===== src/sv/qcc_pkg.sv =====
// Shared types, constants and arithmetic helpers for the QAM compensation and LLR block.
package qcc_pkg;

    // Sample precision taken from the low bits of each input part
    localparam int SAMPLE_WIDTH = 16;

    localparam int CFG_DATA_W = 16;
    localparam int CFG_IDX_W  = 2;

    // Number of soft bits per modulation
    localparam logic [2:0] LLR_CNT_QPSK  = 3'd2;
    localparam logic [2:0] LLR_CNT_16QAM = 3'd4;
    localparam logic [2:0] LLR_CNT_64QAM = 3'd6;

    typedef enum logic [1:0] {
        MOD_QPSK  = 2'd0,
        MOD_16QAM = 2'd1,
        MOD_64QAM = 2'd2
    } t_mod;

    typedef enum logic [CFG_IDX_W-1:0] {
        CFG_MODULATION = 2'd0,
        CFG_SHIFT      = 2'd1,
        CFG_AMP_A      = 2'd2,
        CFG_AMP_B      = 2'd3
    } t_cfg_idx;

    typedef struct packed {
        t_mod               modulation;
        logic [4:0]         prod_shift;
        logic signed [15:0] amp_a;
        logic signed [15:0] amp_b;
    } t_cfg;

    typedef struct packed {
        logic signed [15:0] rx_re;
        logic signed [15:0] rx_im;
        logic signed [15:0] ch_re;
        logic signed [15:0] ch_im;
        logic               last_element;
    } t_in_item;

    typedef struct packed {
        logic signed [15:0] comp_re;
        logic signed [15:0] comp_im;
        logic signed [15:0] thr_a;
        logic signed [15:0] thr_b;
        logic signed [15:0] llr_0;
        logic signed [15:0] llr_1;
        logic signed [15:0] llr_2;
        logic signed [15:0] llr_3;
        logic signed [15:0] llr_4;
        logic signed [15:0] llr_5;
        logic [2:0]         llr_count;
        logic               last;
    } t_out_item;

    // Stage 1: raw products
    typedef struct packed {
        logic signed [31:0] p_cr_rr;
        logic signed [31:0] p_ci_ri;
        logic signed [31:0] p_nci_rr;
        logic signed [31:0] p_cr_ri;
        logic signed [31:0] p_cr_cr;
        logic signed [31:0] p_ci_ci;
        logic               last;
    } t_s1;

    // Stage 2: compensated sample and channel energy, shifted and saturated
    typedef struct packed {
        logic signed [15:0] comp_re;
        logic signed [15:0] comp_im;
        logic signed [15:0] energy;
        logic               last;
    } t_s2;

    // Stage 3: energy scaled by both amplitude constants
    typedef struct packed {
        logic signed [15:0] comp_re;
        logic signed [15:0] comp_im;
        logic signed [31:0] prod_a;
        logic signed [31:0] prod_b;
        logic               last;
    } t_s3;

    // Stage 4: thresholds and first-level soft bits
    typedef struct packed {
        logic signed [15:0] comp_re;
        logic signed [15:0] comp_im;
        logic signed [15:0] thr_a;
        logic signed [15:0] thr_b;
        logic signed [15:0] a_re;
        logic signed [15:0] a_im;
        logic               last;
    } t_s4;

    // Sign-extend the low SAMPLE_WIDTH bits of an input part
    function automatic logic signed [15:0] sext_in(input logic [15:0] v);
        logic signed [SAMPLE_WIDTH-1:0] t;
        t = v[SAMPLE_WIDTH-1:0];
        return 16'(t);
    endfunction

    function automatic logic signed [15:0] sat16(input logic signed [31:0] v);
        if (v > 32'sd32767) begin
            return 16'sh7fff;
        end else if (v < -32'sd32768) begin
            return 16'sh8000;
        end
        return v[15:0];
    endfunction

    // Absolute value; the most negative code maps to itself
    function automatic logic signed [15:0] abs16(input logic signed [15:0] v);
        logic signed [15:0] n;
        n = -v;
        return v[15] ? n : v;
    endfunction

    // Saturating 16-bit subtract
    function automatic logic signed [15:0] subs16(input logic signed [15:0] a,
                                                  input logic signed [15:0] b);
        logic signed [16:0] d;
        d = {a[15], a} - {b[15], b};
        if (d[16] != d[15]) begin
            return d[16] ? 16'sh8000 : 16'sh7fff;
        end
        return d[15:0];
    endfunction

endpackage


===== src/sv/qcc_thr.sv =====
// Threshold scaling stage: channel energy times both amplitude constants.
module qcc_thr (
    input  logic          i_clk,
    input  logic          i_rst_n,
    input  qcc_pkg::t_cfg i_cfg,
    input  logic          i_valid,
    input  qcc_pkg::t_s2  i_data,
    output logic          o_ready,
    output logic          o_valid,
    output qcc_pkg::t_s3  o_data,
    input  logic          i_ready
);
    import qcc_pkg::*;

    logic r_v3;
    t_s3  r_s3;
    t_s3  n_s3;
    logic ready3;

    assign ready3  = !r_v3 || i_ready;
    assign o_ready = ready3;
    assign o_valid = r_v3;
    assign o_data  = r_s3;

    // One 16x16 product per threshold
    always_comb begin
        n_s3.comp_re = i_data.comp_re;
        n_s3.comp_im = i_data.comp_im;
        n_s3.prod_a  = 32'(i_data.energy) * 32'(i_cfg.amp_a);
        n_s3.prod_b  = 32'(i_data.energy) * 32'(i_cfg.amp_b);
        n_s3.last    = i_data.last;
    end

    always_ff @(posedge i_clk) begin
        if (!i_rst_n) begin
            r_v3 <= 1'b0;
        end else if (ready3) begin
            r_v3 <= i_valid;
        end
    end

    always_ff @(posedge i_clk) begin
        if (ready3 && i_valid) r_s3 <= n_s3;
    end

endmodule


===== config.mk =====
export PLATFORM = sky130hd
export DESIGN_NAME = qcc_thr
export DESIGN_NICKNAME = d
export VERILOG_FILES = /design/src/sv/qcc_pkg.sv /design/src/sv/qcc_thr.sv
export SDC_FILE = /design/constraint.sdc
export NUM_CORES = 2
export LEC_CHECK = 0
export BUFFER_PORTS_ARGS = -buffer_cell sky130_fd_sc_hd__buf_4
export CAP_MARGIN = 10
export CORE_ASPECT_RATIO = 0.9
export CORE_MARGIN = 4
export CORE_UTILIZATION = 30
export DETAILED_ROUTE_END_ITERATION = 12
export PLACE_DENSITY_LB_ADDON = 0.2
export SYNTH_ARGS = -nofsm -noshare
export SYNTH_HDL_FRONTEND = slang
export SYNTH_SLANG_ARGS = --single-unit

===== constraint.sdc =====
create_clock -name i_clk -period 8.46 [get_ports i_clk]
set_clock_uncertainty 0.15 [all_clocks]
set_input_delay 0.423 -clock i_clk [delete_from_list [all_inputs] [get_ports i_clk]]
set_output_delay 0.423 -clock i_clk [all_outputs]
set_load 0.05 [all_outputs]

==> impl_metrics.ini <==
[critical_path]
arrival_ns = 6.86
reg2reg_from = o_valid
crit_chain = buf_4 > nand2_1 > inv_1 > fa_1 > fa_1 > fa_1 > fa_1 > fa_1 > inv_1 > fa_1 > inv_1 > ha_1 > o21ai_0 > a21oi_1 > a221o_1 > or3_1 > o31ai_1 > mux2i_1 > nand3_1
worstRegToRegCells = 3
cp-start-kind = input port
critPathBufInv = 4
rrSetupSlack_ns = 6.15
cp_slowest_stage_delay_ns = 0.91
cpMostUsedCell = fa_1
critical-path-slowest-cell = fa_1
regToRegEndpoint = o_data[53]
crit_family = adder cells
timing_worst_setup_path_type = input port to flop
setup.worst_path.end_class = flop
crit_fanout = 32
cp.required_ns = 8.46

[logic_synthesis]
synthFlopType = edfxtp_1
async_reset_ff_share_pct = 0
avgSynthCellArea_um2 = 9.891
synth_common_cells = inv_1 (579), fa_1 (524), nand2_1 (260)
ys_seq_area_share_pct = 12.82
ys_warn_count = 0
synth_fp_nets = 3092
syn-cell-area_um2 = 22870
yosysUniqueCellTypes = 59
synth_top_area_share_pct = 45.87
ys_top_cells_by_area = fa_1 (46%), edfxtp_1 (13%), inv_1 (9.5%)
yosysMostFrequentCell = inv_1
synth_cells = 2312
yosys.area.top_type = fa_1
ys_seq_elements = 98
synth-edff-count = 97

[grt]
grt_start_max_net_pins = 60
antenna_found_initial = 1
gr-total-overflow = 0
grt.total_usage_pct = 13.83
grt_pass1_vias = 17160
grt_pass1_wl_um = 90220

[floorplan]
die_y_um = 269.9
rows = 95
fp.coreArea_um2 = 75120
die_area_um2 = 80710
io_pins = 191
die_w_um = 299.0
start_util_pct = 30.44

[route]
wirelength_um = 52860
ant_nets = 0
drt-pass1-iter-count = 5
drc = 0
route.vias.total = 15721
wl_per_cell_um = 15.34
drt_iter0_drc = 675
via_per_inst = 4.561

[outcome]
status = completed

[clock_tree]
htree_levels = 3
insertion_delay_ns = 0.40
cts.sinks = 98
post_cts_buffers = 0
cts_hold_buf = 1
root_buffer = clkbuf_16
cts_tree = built
path_clk_slew_ns = 0.09
numCtsBuffers = 9
ctsResizeCount = 0
clock_path_buffers = 2

[timing]
fmax_mhz = 145.7
rsz0062_at_grt = no
hold_viol_final = 0
tns_ns = 0
max_slew_margin_pct = 43.51
tightest_slew_ns = 0.8474
fin_crit_ns = 6.865
finalCritPeriodShare_pct = 81.15
setup_viol = 0
slew_viol_final = 0

[finish]
layout.nets = 3204
drive_above_1_share_pct = 8.810
areaGrowthSynthToFinish_pct = 11.65
antenna_cells = 0

[hold_path]
hold_class = input port to flop
hp-start = i_data[36]
min_to = o_data[84]
hold_depth = 1

[placement]
io_buffers = 183
dp_hpwl_um = 42580
gp_congestion = 0.8237

[job]
drv_cap = 0
==> sequential cells by signal (all words and copies together) (netlist names) <==
register	flops
o_data	97
o_valid	1
==> cell usage in the layout, fill, tap and decap left out, types with 3 or more instances in the layout <==
cell type and count:
a221oi_1 4, o211ai_1 6, nor2b_1 3, inv_8 3, nand4_1 5, o21ai_0 31, a21boi_0 4, clkbuf_16 9
or2_2 3, o211a_1 3, inv_1 579, nand2_1 260, ha_1 164, edfxtp_1 97, nor2_1 48, and2_1 249
nand3_1 11, a311oi_1 3, a22o_1 3, fa_1 524, a21o_1 16, o31ai_1 5, or3_1 9, a21oi_1 44
nand2b_1 14, xor2_1 12, a2111oi_0 3, o21bai_1 4, nor3_1 19, xnor2_1 48, and3_1 8, o21a_1 4
buf_4 185, a211oi_1 9, o311ai_0 6
==> worst max-delay path by stage <==
stage,start,to,cells past startpoint
final,i_data[16],o_data[63],19
after global routing,i_data[16],o_data[64],19
after CTS,i_data[16],o_data[63],19
after detailed placement,i_data[16],o_data[63],19
after global placement,i_data[16],o_data[63],19
after floorplan,i_data[16],o_data[63],20
==> metal layers <==
| layer | track usage, % | routed length, µm | up-vias |
|---|---|---|---|
| li1 | - | - | 7119 |
| met1 | 19.67 | 24680 | 8290 |
| met2 | 22.92 | 25510 | 288 |
| met3 | 1.760 | 2168 | 24 |
| met4 | 2.437 | 507 | 0 |
| met5 | 0 | 0 | - |
==> kinds of logic after synthesis <==
logic type | synth area share, %
flops | 12.82
simple gates | 13.98
buf+inv | 10.93
mux | 0.08755
xor+xnor | 2.298
fa+ha+maj | 54.84
compound gates | 5.039
==> worst reg2reg max path: stages, from the launching register on <==
cell      delay [ns]
dfxtp_1         0.32
nand2b_1        0.11
and2_4          0.52
buf_4           0.73
==> per-stage QoR <==
stage                     std cells  worst slack (ns)  hold WS [ns]  util (%)  cell area, µm²
final                          3447             1.595       0.04076     33.99           25530
after global routing           3447             1.317      0.009590     33.99           25530
after CTS                      3447             1.665     0.0009300     33.99           25530
after detailed placement       3430             1.238        0.4068     33.56           25210
after global placement         3430             1.231        0.3692     33.56           25210
after floorplan                2312             1.804        0.3719         -           22870
==> cell type report <==
class                      instances  area (µm²)
fill                            7830       49590
inverter                         579        2173
clock buffer                       9       225.2
timing repair buffer             186        1399
multi-input combinational       1550       17440
sequential                        98        2933
tap                             1018        1274
clock inverter                     7       90.09
Power is left out: the tool's default activity adds up to more than one toggle a clock period on the data nets, which glitch-free logic cannot reach.
