[src/sv/qcc_pkg.sv]
// Shared types, constants and arithmetic helpers for the QAM compensation and LLR block.
package qcc_pkg;

    // Sample precision taken from the low bits of each input part
    localparam int SAMPLE_WIDTH = 16;

    localparam int CFG_DATA_W = 16;
    localparam int CFG_IDX_W  = 2;

    // Number of soft bits per modulation
    localparam logic [2:0] LLR_CNT_QPSK  = 3'd2;
    localparam logic [2:0] LLR_CNT_16QAM = 3'd4;
    localparam logic [2:0] LLR_CNT_64QAM = 3'd6;

    typedef enum logic [1:0] {
        MOD_QPSK  = 2'd0,
        MOD_16QAM = 2'd1,
        MOD_64QAM = 2'd2
    } t_mod;

    typedef enum logic [CFG_IDX_W-1:0] {
        CFG_MODULATION = 2'd0,
        CFG_SHIFT      = 2'd1,
        CFG_AMP_A      = 2'd2,
        CFG_AMP_B      = 2'd3
    } t_cfg_idx;

    typedef struct packed {
        t_mod               modulation;
        logic [4:0]         prod_shift;
        logic signed [15:0] amp_a;
        logic signed [15:0] amp_b;
    } t_cfg;

    typedef struct packed {
        logic signed [15:0] rx_re;
        logic signed [15:0] rx_im;
        logic signed [15:0] ch_re;
        logic signed [15:0] ch_im;
        logic               last_element;
    } t_in_item;

    typedef struct packed {
        logic signed [15:0] comp_re;
        logic signed [15:0] comp_im;
        logic signed [15:0] thr_a;
        logic signed [15:0] thr_b;
        logic signed [15:0] llr_0;
        logic signed [15:0] llr_1;
        logic signed [15:0] llr_2;
        logic signed [15:0] llr_3;
        logic signed [15:0] llr_4;
        logic signed [15:0] llr_5;
        logic [2:0]         llr_count;
        logic               last;
    } t_out_item;

    // Stage 1: raw products
    typedef struct packed {
        logic signed [31:0] p_cr_rr;
        logic signed [31:0] p_ci_ri;
        logic signed [31:0] p_nci_rr;
        logic signed [31:0] p_cr_ri;
        logic signed [31:0] p_cr_cr;
        logic signed [31:0] p_ci_ci;
        logic               last;
    } t_s1;

    // Stage 2: compensated sample and channel energy, shifted and saturated
    typedef struct packed {
        logic signed [15:0] comp_re;
        logic signed [15:0] comp_im;
        logic signed [15:0] energy;
        logic               last;
    } t_s2;

    // Stage 3: energy scaled by both amplitude constants
    typedef struct packed {
        logic signed [15:0] comp_re;
        logic signed [15:0] comp_im;
        logic signed [31:0] prod_a;
        logic signed [31:0] prod_b;
        logic               last;
    } t_s3;

    // Stage 4: thresholds and first-level soft bits
    typedef struct packed {
        logic signed [15:0] comp_re;
        logic signed [15:0] comp_im;
        logic signed [15:0] thr_a;
        logic signed [15:0] thr_b;
        logic signed [15:0] a_re;
        logic signed [15:0] a_im;
        logic               last;
    } t_s4;

    // Sign-extend the low SAMPLE_WIDTH bits of an input part
    function automatic logic signed [15:0] sext_in(input logic [15:0] v);
        logic signed [SAMPLE_WIDTH-1:0] t;
        t = v[SAMPLE_WIDTH-1:0];
        return 16'(t);
    endfunction

    function automatic logic signed [15:0] sat16(input logic signed [31:0] v);
        if (v > 32'sd32767) begin
            return 16'sh7fff;
        end else if (v < -32'sd32768) begin
            return 16'sh8000;
        end
        return v[15:0];
    endfunction

    // Absolute value; the most negative code maps to itself
    function automatic logic signed [15:0] abs16(input logic signed [15:0] v);
        logic signed [15:0] n;
        n = -v;
        return v[15] ? n : v;
    endfunction

    // Saturating 16-bit subtract
    function automatic logic signed [15:0] subs16(input logic signed [15:0] a,
                                                  input logic signed [15:0] b);
        logic signed [16:0] d;
        d = {a[15], a} - {b[15], b};
        if (d[16] != d[15]) begin
            return d[16] ? 16'sh8000 : 16'sh7fff;
        end
        return d[15:0];
    endfunction

endpackage

[src/sv/qcc_cmul.sv]
// Conjugate multiply and channel energy: product stage then shift/saturate stage.
module qcc_cmul (
    input  logic             i_clk,
    input  logic             i_rst_n,
    input  qcc_pkg::t_cfg    i_cfg,
    input  logic             i_valid,
    input  qcc_pkg::t_in_item i_item,
    output logic             o_ready,
    output logic             o_valid,
    output qcc_pkg::t_s2     o_data,
    input  logic             i_ready
);
    import qcc_pkg::*;

    logic r_v1;
    logic r_v2;
    t_s1  r_s1;
    t_s1  n_s1;
    t_s2  r_s2;
    t_s2  n_s2;
    logic ready1;
    logic ready2;

    logic signed [15:0] rr;
    logic signed [15:0] ri;
    logic signed [15:0] cr;
    logic signed [15:0] ci;
    logic signed [15:0] nci;
    logic signed [31:0] sum_re;
    logic signed [31:0] sum_im;
    logic signed [31:0] sum_e;

    // Stage handshake: a stage loads when empty or when its content moves on
    assign ready2  = !r_v2 || i_ready;
    assign ready1  = !r_v1 || ready2;
    assign o_ready = ready1;
    assign o_valid = r_v2;
    assign o_data  = r_s2;

    // Stage 1: the six products
    always_comb begin
        rr  = sext_in(i_item.rx_re);
        ri  = sext_in(i_item.rx_im);
        cr  = sext_in(i_item.ch_re);
        ci  = sext_in(i_item.ch_im);
        nci = -ci;
        n_s1.p_cr_rr  = 32'(cr) * 32'(rr);
        n_s1.p_ci_ri  = 32'(ci) * 32'(ri);
        n_s1.p_nci_rr = 32'(nci) * 32'(rr);
        n_s1.p_cr_ri  = 32'(cr) * 32'(ri);
        n_s1.p_cr_cr  = 32'(cr) * 32'(cr);
        n_s1.p_ci_ci  = 32'(ci) * 32'(ci);
        n_s1.last     = i_item.last_element;
    end

    // Stage 2: wrapping sums, arithmetic shift, saturation
    always_comb begin
        sum_re = r_s1.p_cr_rr + r_s1.p_ci_ri;
        sum_im = r_s1.p_nci_rr + r_s1.p_cr_ri;
        sum_e  = r_s1.p_cr_cr + r_s1.p_ci_ci;
        n_s2.comp_re = sat16(sum_re >>> i_cfg.prod_shift);
        n_s2.comp_im = sat16(sum_im >>> i_cfg.prod_shift);
        n_s2.energy  = sat16(sum_e >>> i_cfg.prod_shift);
        n_s2.last    = r_s1.last;
    end

    always_ff @(posedge i_clk) begin
        if (!i_rst_n) begin
            r_v1 <= 1'b0;
            r_v2 <= 1'b0;
        end else begin
            if (ready1) r_v1 <= i_valid;
            if (ready2) r_v2 <= r_v1;
        end
    end

    always_ff @(posedge i_clk) begin
        if (ready1 && i_valid) r_s1 <= n_s1;
        if (ready2 && r_v1)    r_s2 <= n_s2;
    end

endmodule

[config.mk]
export PLATFORM = sky130hd
export DESIGN_NAME = qcc_cmul
export DESIGN_NICKNAME = d
export VERILOG_FILES = /design/src/sv/qcc_pkg.sv /design/src/sv/qcc_cmul.sv
export SDC_FILE = /design/constraint.sdc
export NUM_CORES = 2
export LEC_CHECK = 0
export BUFFER_PORTS_ARGS = -buffer_cell sky130_fd_sc_hd__buf_2
export CAP_MARGIN = 25
export CORE_UTILIZATION = 60
export DETAILED_ROUTE_END_ITERATION = 8
export GPL_ROUTABILITY_DRIVEN = 0
export PLACE_DENSITY = 0.83
export SYNTH_ARGS = -nofsm -noshare
export SYNTH_HDL_FRONTEND = slang
export SYNTH_SLANG_ARGS = --single-unit
[constraint.sdc]
create_clock -name i_clk -period 10.9 [get_ports i_clk]
set_clock_uncertainty 0.05 [all_clocks]
set_input_delay 2.18 -clock i_clk [delete_from_list [all_inputs] [get_ports i_clk]]
set_output_delay 2.18 -clock i_clk [all_outputs]
set_load 0.01 [all_outputs]
==> impl_metrics.py <==
metrics = {
    "run_status": {
        "status": "finished, final reports clean",
    },
    "critical_path": {
        "worst-path-max-fanout": 17,
        "crit_start": "i_item[25]",
        "crit_type": "in2reg",
        "r2r_start": "r_s1[79]",
        "reg2reg_slack_ns": 4.97,
        "cp-start-kind": "primary input",
        "required_ns": 11.21,
        "endpoint_kind": "flip-flop",
        "critPathMaxStageDelay_ns": 0.61,
        "cpMaxStageDelayCell": "o41ai_1",
        "arrival_ns": 10.30,
        "cpMostUsedCell": "fa_1",
    },
    "clocking": {
        "cts_buffers": 29,
        "h-tree-depth": 1,
        "clock_latency_ns": 0.62,
        "cts_root_buffer": "clkbuf_16",
        "ctsLongestPathBuffers": 3,
        "cts_tree": "yes",
        "ctsResizeCount": 0,
        "postCtsSetupBuffers": 0,
        "cts.clk_slew.worst_paths_ns": 0.07,
        "clkSinkCount": 242,
        "postCtsHoldBufs": 0,
    },
    "detailed_routing": {
        "wl_per_cell_um": 20.3,
        "ant_nets": 0,
        "route.detailed.drc": 0,
        "initialDrtViolationCount": 6434,
        "routed_wirelength_um": 204000,
        "vias": 60500,
        "drt_first_pass_iters": 6,
        "viasPerCell": 6.02,
    },
    "sta": {
        "rsz0062_at_grt": "false",
        "hold_violations": 0,
        "fmax_ghz": 0.100,
        "setup_tns_ns": 0,
        "finalCritPeriodShare_pct": 91.7,
        "tightest_slew_ns": 1.14,
        "finalSetupViolations": 0,
        "slew_headroom_pct": 24.3,
        "setup_ws_ns": 0.909,
        "period_minus_slack_ns": 9.99,
        "slew_violations": 0,
    },
    "floorplanning": {
        "fp-row-count": 130,
        "die-height_um": 360,
        "die_area_um2": 130000,
        "core_area_um2": 126000,
        "die_x_um": 360,
        "ios": 159,
        "start_util_pct": 60.8,
    },
    "logic_synthesis": {
        "synth_top_cells_by_area": "fa_1, ha_1, edfxtp_1, inv_1, and2_1",
        "async_flop_share_pct": 0,
        "synthDistinctLibCells": 109,
        "yosys_warnings": 0,
        "ys_seq_area_share_pct": 9.43,
        "yosys.area.top_type": "fa_1",
        "synth-edff-count": 240,
        "synth_top_flop_cell": "edfxtp_1",
        "synthCells": 8479,
        "syn_avg_cell_area_um2": 9.06,
        "syn_area_um2": 76800,
        "synth_top_area_share_pct": 39.9,
        "syn-num-nets": 10700,
        "ys_ff_latch": 242,
    },
    "placement": {
        "io_buffers": 124,
        "pre_cts_ws_ns": 0.574,
        "dp_hpwl_um": 164000,
    },
    "finish": {
        "postLayoutCoreUtil_pct": 63.3,
        "final_cell_mix": "inv_1, fa_1, nand2_1",
        "drive_gt1_share_pct": 4.92,
        "syn2layout_area_growth_pct": 4.06,
        "final-seq-area_um2": 7250,
        "final_common_cell": "inv_1",
        "multiInputGateArea_um2": 61000,
        "n_fill_cell": 9813,
        "fin_nets": 10600,
    },
    "global_routing": {
        "grt_usage_pct": 32.2,
        "grt_max_degree": 171,
        "overflow": 0,
        "grt_first_pass_wirelength_um": 332000,
        "grt_pass1_vias": 64000,
        "antenna_found_initial": 31,
    },
    "hold_path": {
        "min_from": "n_s2[0]",
        "min_path_type": "reg2reg",
    },
    "run": {
        "maxCapViolCount": 0,
    },
}
## sequential cells by signal, indices dropped and copies added (netlist names)
name / count
r_v1: 1
o_valid: 1
n_s2: 1
r_s1: 190
o_data: 49
## worst max-delay path, delay by kind of cell
family | cells | cell delay, ns
buffers and inverters | 6 | 1.08
AO/OA/AOI/OAI | 9 | 3.06
XOR/XNOR | 1 | 0.14
adder cells (fa/ha/maj) | 7 | 3.13
AND/OR/NAND/NOR | 3 | 0.69
## final timing paths
check	to	cells past startpoint
worst max-delay path	r_s1[64]	26
worst min-delay path	o_data[0]	0
worst max register to register	o_data[29]	15
worst min register to register	o_data[0]	0
## area by class of cell
| type | count | area share (%) |
|---|---|---|
| antenna | 13 | 0.0407 |
| inverter | 1916 | 9.00 |
| clock buffer | 33 | 0.926 |
| sequential | 242 | 9.06 |
| multi-input combinational | 5944 | 76.3 |
| clock inverter | 21 | 0.308 |
| timing repair buffer | 230 | 1.83 |
| tap | 1650 | 2.58 |
## synth_stat cells (30+ instances only)
cell type	n
inv_1	1903
fa_1	1530
nand2_1	877
ha_1	592
and2_1	567
nor2_1	388
clkbuf_1	331
a21oi_1	259
edfxtp_1	240
xnor2_1	227
o21ai_0	190
nor3_1	122
mux2i_1	89
a21o_1	81
nand3_1	77
a211oi_1	71
xor2_1	64
nand2b_1	63
o21a_1	61
and3_1	45
o211ai_1	40
buf_1	31
nor2b_1	31
o21bai_1	31
a31oi_1	30
nor4_1	30
## per-layer routing
metal / up-vias / GRT usage, % / part of all wire (%)
met4: 34 / 14.8 / 5.3
met5: - / 0 / 0.12
met3: 700 / 7.32 / 12
met1: 30200 / 41.5 / 37
li1: 26300 / - / -
met2: 3319 / 52.0 / 46
## per-stage QoR
stage / std cells / cell area (um^2) / hold slack [ns]
detailed placement: 9980 / 78900 / 0.375
CTS: 10000 / 79900 / 0.390
global placement: 9978 / 78900 / 0.354
finish: 10000 / 80000 / 0.384
global route: 10000 / 79900 / 0.397
floorplan: 8479 / 76800 / 0.350
## cells by family after synthesis
group	synth area share [%]
AO/OA/AOI/OAI	9.55
XOR/XNOR	3.34
adder cells (fa/ha/maj)	49.5
buffers and inverters	11.2
flip-flops	9.43
multiplexers	2.39
AND/OR/NAND/NOR	14.6
Power is left out: the tool's default activity adds up to more than one toggle a clock period on the data nets, which glitch-free logic cannot reach.
