==> config.mk <==
export PLATFORM = sky130hd
export DESIGN_NAME = qcc_llr
export DESIGN_NICKNAME = d
export VERILOG_FILES = /design/src/sv/qcc_pkg.sv /design/src/sv/qcc_llr.sv
export SDC_FILE = /design/constraint.sdc
export NUM_CORES = 1
export LEC_CHECK = 0
export ABC_AREA = 1
export BUFFER_PORTS_ARGS = -buffer_cell sky130_fd_sc_hd__buf_2
export CORE_MARGIN = 2
export CORE_UTILIZATION = 34
export CTS_CLUSTER_DIAMETER = 150
export DETAILED_ROUTE_END_ITERATION = 8
export PLACE_DENSITY = 0.59
export SLEW_MARGIN = 20
export SYNTH_ARGS = -nofsm -noshare
export SYNTH_HDL_FRONTEND = slang
export SYNTH_SLANG_ARGS = --single-unit
==> constraint.sdc <==
create_clock -name i_clk -period 16.35 [get_ports i_clk]
set_input_delay 0.8175 -clock i_clk [delete_from_list [all_inputs] [get_ports i_clk]]
set_output_delay 0.8175 -clock i_clk [all_outputs]
set_load 0.02 [all_outputs]
==> src/sv/qcc_pkg.sv <==
// Shared types, constants and arithmetic helpers for the QAM compensation and LLR block.
package qcc_pkg;

    // Sample precision taken from the low bits of each input part
    localparam int SAMPLE_WIDTH = 16;

    localparam int CFG_DATA_W = 16;
    localparam int CFG_IDX_W  = 2;

    // Number of soft bits per modulation
    localparam logic [2:0] LLR_CNT_QPSK  = 3'd2;
    localparam logic [2:0] LLR_CNT_16QAM = 3'd4;
    localparam logic [2:0] LLR_CNT_64QAM = 3'd6;

    typedef enum logic [1:0] {
        MOD_QPSK  = 2'd0,
        MOD_16QAM = 2'd1,
        MOD_64QAM = 2'd2
    } t_mod;

    typedef enum logic [CFG_IDX_W-1:0] {
        CFG_MODULATION = 2'd0,
        CFG_SHIFT      = 2'd1,
        CFG_AMP_A      = 2'd2,
        CFG_AMP_B      = 2'd3
    } t_cfg_idx;

    typedef struct packed {
        t_mod               modulation;
        logic [4:0]         prod_shift;
        logic signed [15:0] amp_a;
        logic signed [15:0] amp_b;
    } t_cfg;

    typedef struct packed {
        logic signed [15:0] rx_re;
        logic signed [15:0] rx_im;
        logic signed [15:0] ch_re;
        logic signed [15:0] ch_im;
        logic               last_element;
    } t_in_item;

    typedef struct packed {
        logic signed [15:0] comp_re;
        logic signed [15:0] comp_im;
        logic signed [15:0] thr_a;
        logic signed [15:0] thr_b;
        logic signed [15:0] llr_0;
        logic signed [15:0] llr_1;
        logic signed [15:0] llr_2;
        logic signed [15:0] llr_3;
        logic signed [15:0] llr_4;
        logic signed [15:0] llr_5;
        logic [2:0]         llr_count;
        logic               last;
    } t_out_item;

    // Stage 1: raw products
    typedef struct packed {
        logic signed [31:0] p_cr_rr;
        logic signed [31:0] p_ci_ri;
        logic signed [31:0] p_nci_rr;
        logic signed [31:0] p_cr_ri;
        logic signed [31:0] p_cr_cr;
        logic signed [31:0] p_ci_ci;
        logic               last;
    } t_s1;

    // Stage 2: compensated sample and channel energy, shifted and saturated
    typedef struct packed {
        logic signed [15:0] comp_re;
        logic signed [15:0] comp_im;
        logic signed [15:0] energy;
        logic               last;
    } t_s2;

    // Stage 3: energy scaled by both amplitude constants
    typedef struct packed {
        logic signed [15:0] comp_re;
        logic signed [15:0] comp_im;
        logic signed [31:0] prod_a;
        logic signed [31:0] prod_b;
        logic               last;
    } t_s3;

    // Stage 4: thresholds and first-level soft bits
    typedef struct packed {
        logic signed [15:0] comp_re;
        logic signed [15:0] comp_im;
        logic signed [15:0] thr_a;
        logic signed [15:0] thr_b;
        logic signed [15:0] a_re;
        logic signed [15:0] a_im;
        logic               last;
    } t_s4;

    // Sign-extend the low SAMPLE_WIDTH bits of an input part
    function automatic logic signed [15:0] sext_in(input logic [15:0] v);
        logic signed [SAMPLE_WIDTH-1:0] t;
        t = v[SAMPLE_WIDTH-1:0];
        return 16'(t);
    endfunction

    function automatic logic signed [15:0] sat16(input logic signed [31:0] v);
        if (v > 32'sd32767) begin
            return 16'sh7fff;
        end else if (v < -32'sd32768) begin
            return 16'sh8000;
        end
        return v[15:0];
    endfunction

    // Absolute value; the most negative code maps to itself
    function automatic logic signed [15:0] abs16(input logic signed [15:0] v);
        logic signed [15:0] n;
        n = -v;
        return v[15] ? n : v;
    endfunction

    // Saturating 16-bit subtract
    function automatic logic signed [15:0] subs16(input logic signed [15:0] a,
                                                  input logic signed [15:0] b);
        logic signed [16:0] d;
        d = {a[15], a} - {b[15], b};
        if (d[16] != d[15]) begin
            return d[16] ? 16'sh8000 : 16'sh7fff;
        end
        return d[15:0];
    endfunction

endpackage

==> src/sv/qcc_llr.sv <==
// Soft demapper: threshold/first-level stage, then second-level and output register.
module qcc_llr (
    input  logic               i_clk,
    input  logic               i_rst_n,
    input  qcc_pkg::t_cfg      i_cfg,
    input  logic               i_valid,
    input  qcc_pkg::t_s3       i_data,
    output logic               o_ready,
    output logic               o_valid,
    output qcc_pkg::t_out_item o_item,
    input  logic               i_ready
);
    import qcc_pkg::*;

    logic      r_v4;
    logic      r_v5;
    t_s4       r_s4;
    t_s4       n_s4;
    t_out_item r_out;
    t_out_item n_out;
    logic      ready4;
    logic      ready5;
    logic      use_thr;
    logic signed [15:0] b_re;
    logic signed [15:0] b_im;

    assign ready5  = !r_v5 || i_ready;
    assign ready4  = !r_v4 || ready5;
    assign o_ready = ready4;
    assign o_valid = r_v5;
    assign o_item  = r_out;

    // Stage 4: high half of product doubled, then |x| - thr_a
    always_comb begin
        use_thr = (i_cfg.modulation == MOD_16QAM) || (i_cfg.modulation == MOD_64QAM);
        n_s4.comp_re = i_data.comp_re;
        n_s4.comp_im = i_data.comp_im;
        n_s4.thr_a   = use_thr ? {i_data.prod_a[30:16], 1'b0} : 16'sd0;
        n_s4.thr_b   = use_thr ? {i_data.prod_b[30:16], 1'b0} : 16'sd0;
        n_s4.a_re    = subs16(abs16(i_data.comp_re), n_s4.thr_a);
        n_s4.a_im    = subs16(abs16(i_data.comp_im), n_s4.thr_a);
        n_s4.last    = i_data.last;
    end

    // Stage 5: |a| - thr_b and soft-bit ordering per modulation
    always_comb begin
        b_re = subs16(abs16(r_s4.a_re), r_s4.thr_b);
        b_im = subs16(abs16(r_s4.a_im), r_s4.thr_b);
        n_out.comp_re = r_s4.comp_re;
        n_out.comp_im = r_s4.comp_im;
        n_out.thr_a   = r_s4.thr_a;
        n_out.thr_b   = r_s4.thr_b;
        n_out.llr_0   = r_s4.comp_re;
        n_out.last    = r_s4.last;
        unique case (i_cfg.modulation)
            MOD_16QAM: begin
                n_out.llr_1     = r_s4.a_re;
                n_out.llr_2     = r_s4.comp_im;
                n_out.llr_3     = r_s4.a_im;
                n_out.llr_4     = 16'sd0;
                n_out.llr_5     = 16'sd0;
                n_out.llr_count = LLR_CNT_16QAM;
            end
            MOD_64QAM: begin
                n_out.llr_1     = r_s4.a_re;
                n_out.llr_2     = b_re;
                n_out.llr_3     = r_s4.comp_im;
                n_out.llr_4     = r_s4.a_im;
                n_out.llr_5     = b_im;
                n_out.llr_count = LLR_CNT_64QAM;
            end
            default: begin
                // QPSK and the unused code
                n_out.llr_1     = r_s4.comp_im;
                n_out.llr_2     = 16'sd0;
                n_out.llr_3     = 16'sd0;
                n_out.llr_4     = 16'sd0;
                n_out.llr_5     = 16'sd0;
                n_out.llr_count = LLR_CNT_QPSK;
            end
        endcase
    end

    always_ff @(posedge i_clk) begin
        if (!i_rst_n) begin
            r_v4 <= 1'b0;
            r_v5 <= 1'b0;
        end else begin
            if (ready4) r_v4 <= i_valid;
            if (ready5) r_v5 <= r_v4;
        end
    end

    always_ff @(posedge i_clk) begin
        if (ready4 && i_valid) r_s4  <= n_s4;
        if (ready5 && r_v4)    r_out <= n_out;
    end

endmodule

==> flow_metrics.py <==
metrics = {
    "placed_design": {
        "place_congestion": 0.8839,
        "place_area_um2": 15130,
        "post-dp-hpwl_um": 30520,
        "io_buffers": 231,
        "dp.cells": 2178,
    },
    "sta": {
        "rsz0062_at_grt": "false",
        "worstMarginPinSlew_ns": 1.023,
        "holdWs_ns": 0.4167,
        "hold_viol_final": 0,
        "final.setup.tns_ns": 0,
        "finalSetupViolCount": 0,
        "finClkSkew_ns": 0.01204,
        "finalCritPeriodShare_pct": 25.01,
        "slew_headroom_pct": 31.79,
        "period_minus_slack_ns": 4.089,
        "max_freq_mhz": 244.6,
        "slew_viol_final": 0,
    },
    "synth": {
        "synth_area_um2": 13540,
        "synth_edf_count": 240,
        "synthArstFlopShare_pct": 0,
        "synth-seq-area-share_pct": 53.53,
        "syn_inst": 1459,
        "synth_seq_cells": 242,
        "synth-main-ff-cell": "edfxtp_1",
        "avgSynthCellArea_um2": 9.279,
        "yosys_warnings": 0,
        "synth_cell_types": 39,
    },
    "detailed_routing": {
        "first_iter_violations": 659,
        "wirelength_um": 38440,
        "routed-via-count": 10510,
        "ant_nets": 0,
        "drc_errors": 0,
        "wl_per_cell_um": 17.27,
        "dr.pass1.iters": 6,
        "via_per_inst": 4.722,
    },
    "worst_setup_path": {
        "critical_path_class": "in -> reg",
        "crit_fanout": 47,
        "start_kind": "primary input",
        "worstPathRequired_ns": 16.72,
        "cp.arrival_ns": 4.46,
        "regToRegSetupSlack_ns": 12.45,
        "endpoint_kind": "register",
    },
    "min_path": {
        "min_path_type": "reg -> reg",
    },
    "power_and_ir_drop": {
        "switchingPower_mw": 0.7777,
        "power_frac_seq_pct": 37.5,
        "p_per_area_nw_per_um2": 133.3,
        "p_clk_share_pct": 26.6,
        "combPwrFrac_pct": 35.8,
        "p_leak_nw": 7.630,
        "power_mw": 2.126,
        "p_int_mw": 1.349,
        "ir_drop_v": 0.00006890,
        "swShare_pct": 36.57,
    },
    "floorplanning": {
        "rows": 73,
        "die_x_um": 203.5,
        "start_util_pct": 34.23,
        "die_h_um": 203.5,
        "core_area_um2": 39550,
        "io_pins": 306,
        "die_area_um2": 41430,
    },
    "clocking": {
        "cts_setup_buffers": 0,
        "clk_pin_slew_ns": 0.06,
        "cts_hold_buffers": 0,
        "clockRootBuffer": "clkbuf_16",
        "clk_path_buf_depth": 3,
        "cts_resized": 0,
        "cts.sinks": 242,
        "numCtsBuffers": 26,
        "cts_tree": "done",
        "htreeDepth": 1,
        "clk_latency_ns": 0.54,
    },
    "global_route": {
        "grt_pass1_vias": 10020,
        "grt_pass1_wl_um": 57160,
        "antenna_found_initial": 0,
        "use_met2_pct": 30.77,
        "grt_overflow": 0,
        "top_usage_layer": "met2",
        "grt_use_met1_pct": 24.17,
        "grt_max_degree": 75,
        "use_met3_pct": 3.052,
        "globalRouteTotalUtil_pct": 18.29,
    },
    "finish": {
        "fill_cells": 3995,
        "drive_gt1_share_pct": 17.18,
        "final_cell_mix": "398 x nand2_1, 240 x edfxtp_1, 231 x buf_2",
        "final_nets": 1892,
        "areaGrowthSynthToFinish_pct": 17.79,
        "stdcell_area_um2": 15950,
        "layout_commonest_cell": "nand2_1",
        "instances_no_fill": 2226,
    },
    "run_status": {
        "status": "finished clean",
    },
    "job": {
        "drv_cap": 0,
    },
}
-- final timing paths --
kind | from | endpoint | cells past startpoint
max reg2reg | r_s4[17] | o_item[55] | 17
min reg2reg | n_out[122] | o_item[122] | 0
min | n_out[122] | o_item[122] | 0
max | i_cfg[37] | r_s4[20] | 17
-- flip-flops by register name (all words and copies together), names as in the netlist --
register / count
o_item: 145
o_valid: 1
n_out: 63
r_s4: 32
r_v4: 1
-- final cells by class --
| cell class | instances | area, um2 | share of cell area, % |
|---|---|---|---|
| flip-flops and latches | 242 | 7247 | 45.45 |
| multi-input cells | 943 | 5157 | 32.34 |
| repair buffers | 237 | 1201 | 7.532 |
| inverters | 231 | 869.6 | 5.453 |
| clock buffers | 33 | 698.2 | 4.378 |
| well taps | 525 | 656.9 | 4.119 |
| clock inverters | 14 | 113.9 | 0.7140 |
| diodes | 1 | 2.502 | 0.01569 |
-- Yosys cell counts (7+ instances only) --
| library cell | instances | area share (%) |
|---|---|---|
| a21oi_1 | 58 | 2.1 |
| edfxtp_1 | 240 | 53 |
| nand4_1 | 19 | 0.88 |
| xnor2_1 | 24 | 1.6 |
| clkbuf_1 | 13 | 0.36 |
| nand3_1 | 96 | 3.5 |
| buf_4 | 24 | 1.3 |
| inv_1 | 224 | 6.2 |
| ha_1 | 67 | 6.2 |
| nand2_2 | 7 | 0.32 |
| nor3_1 | 13 | 0.48 |
| nand2_1 | 398 | 11 |
| xor2_1 | 65 | 4.2 |
| a31oi_1 | 10 | 0.46 |
| o22ai_1 | 16 | 0.74 |
| nor2_1 | 93 | 2.6 |
| o21ai_0 | 43 | 1.6 |
-- kinds of logic (layout without fill, tap and decap cells) --
family                   count (synthesis)  in the layout  share of synthesized area (%)
buffers and inverters                  276            515                          8.512
other                                    1              4                        0.02770
adder cells (fa/ha/maj)                 71             71                          6.784
flip-flops                             242            242                          53.53
XOR/XNOR                                89             89                          5.758
AO/OA/AOI/OAI                          143            143                          5.915
AND/OR/NAND/NOR                        637            637                          19.47
-- per-stage QoR --
stage | setup slack [ns] | utilization, %
CTS | 12.29 | 40.31
global placement | 11.79 | 38.26
floorplan | 7.826 | -
global route | 12.05 | 40.31
finish | 12.26 | 40.32
detailed placement | 11.72 | 38.26
-- power groups by stage --
| stage | combinational (mW) | clock, mW | sequential, mW |
|---|---|---|---|
| floorplan | 0.545 | 0 | 0.825 |
| global placement | 0.756 | 0 | 0.809 |
| detailed placement | 0.757 | 0 | 0.811 |
| CTS | 0.761 | 0.583 | 0.798 |
| global route | 0.860 | 0.604 | 0.803 |
| finish | 0.762 | 0.567 | 0.798 |
-- per-layer routing --
| metal | wire length [um] | vias up |
|---|---|---|
| li1 | - | 5226 |
| met1 | 17420 | 4911 |
| met2 | 17880 | 322 |
| met3 | 2172 | 52 |
| met4 | 970 | 0 |
| met5 | 0 | - |
-- critical path, cell delays in order --
cell and delay, ns:
buf_2 0.11, inv_1 0.05, ha_1 0.29, buf_4 0.21, inv_1 0.08, buf_4 0.43
nand2_1 0.41, fa_1 0.56, nand3_1 0.11, nand2_1 0.12, nand2_1 0.08, nand2_1 0.10
nand4_1 0.14, nand2_1 0.07, nand2_1 0.08, nand4_1 0.45, nand2_1 0.31
Note: power is estimated with default switching activity, not from simulation.
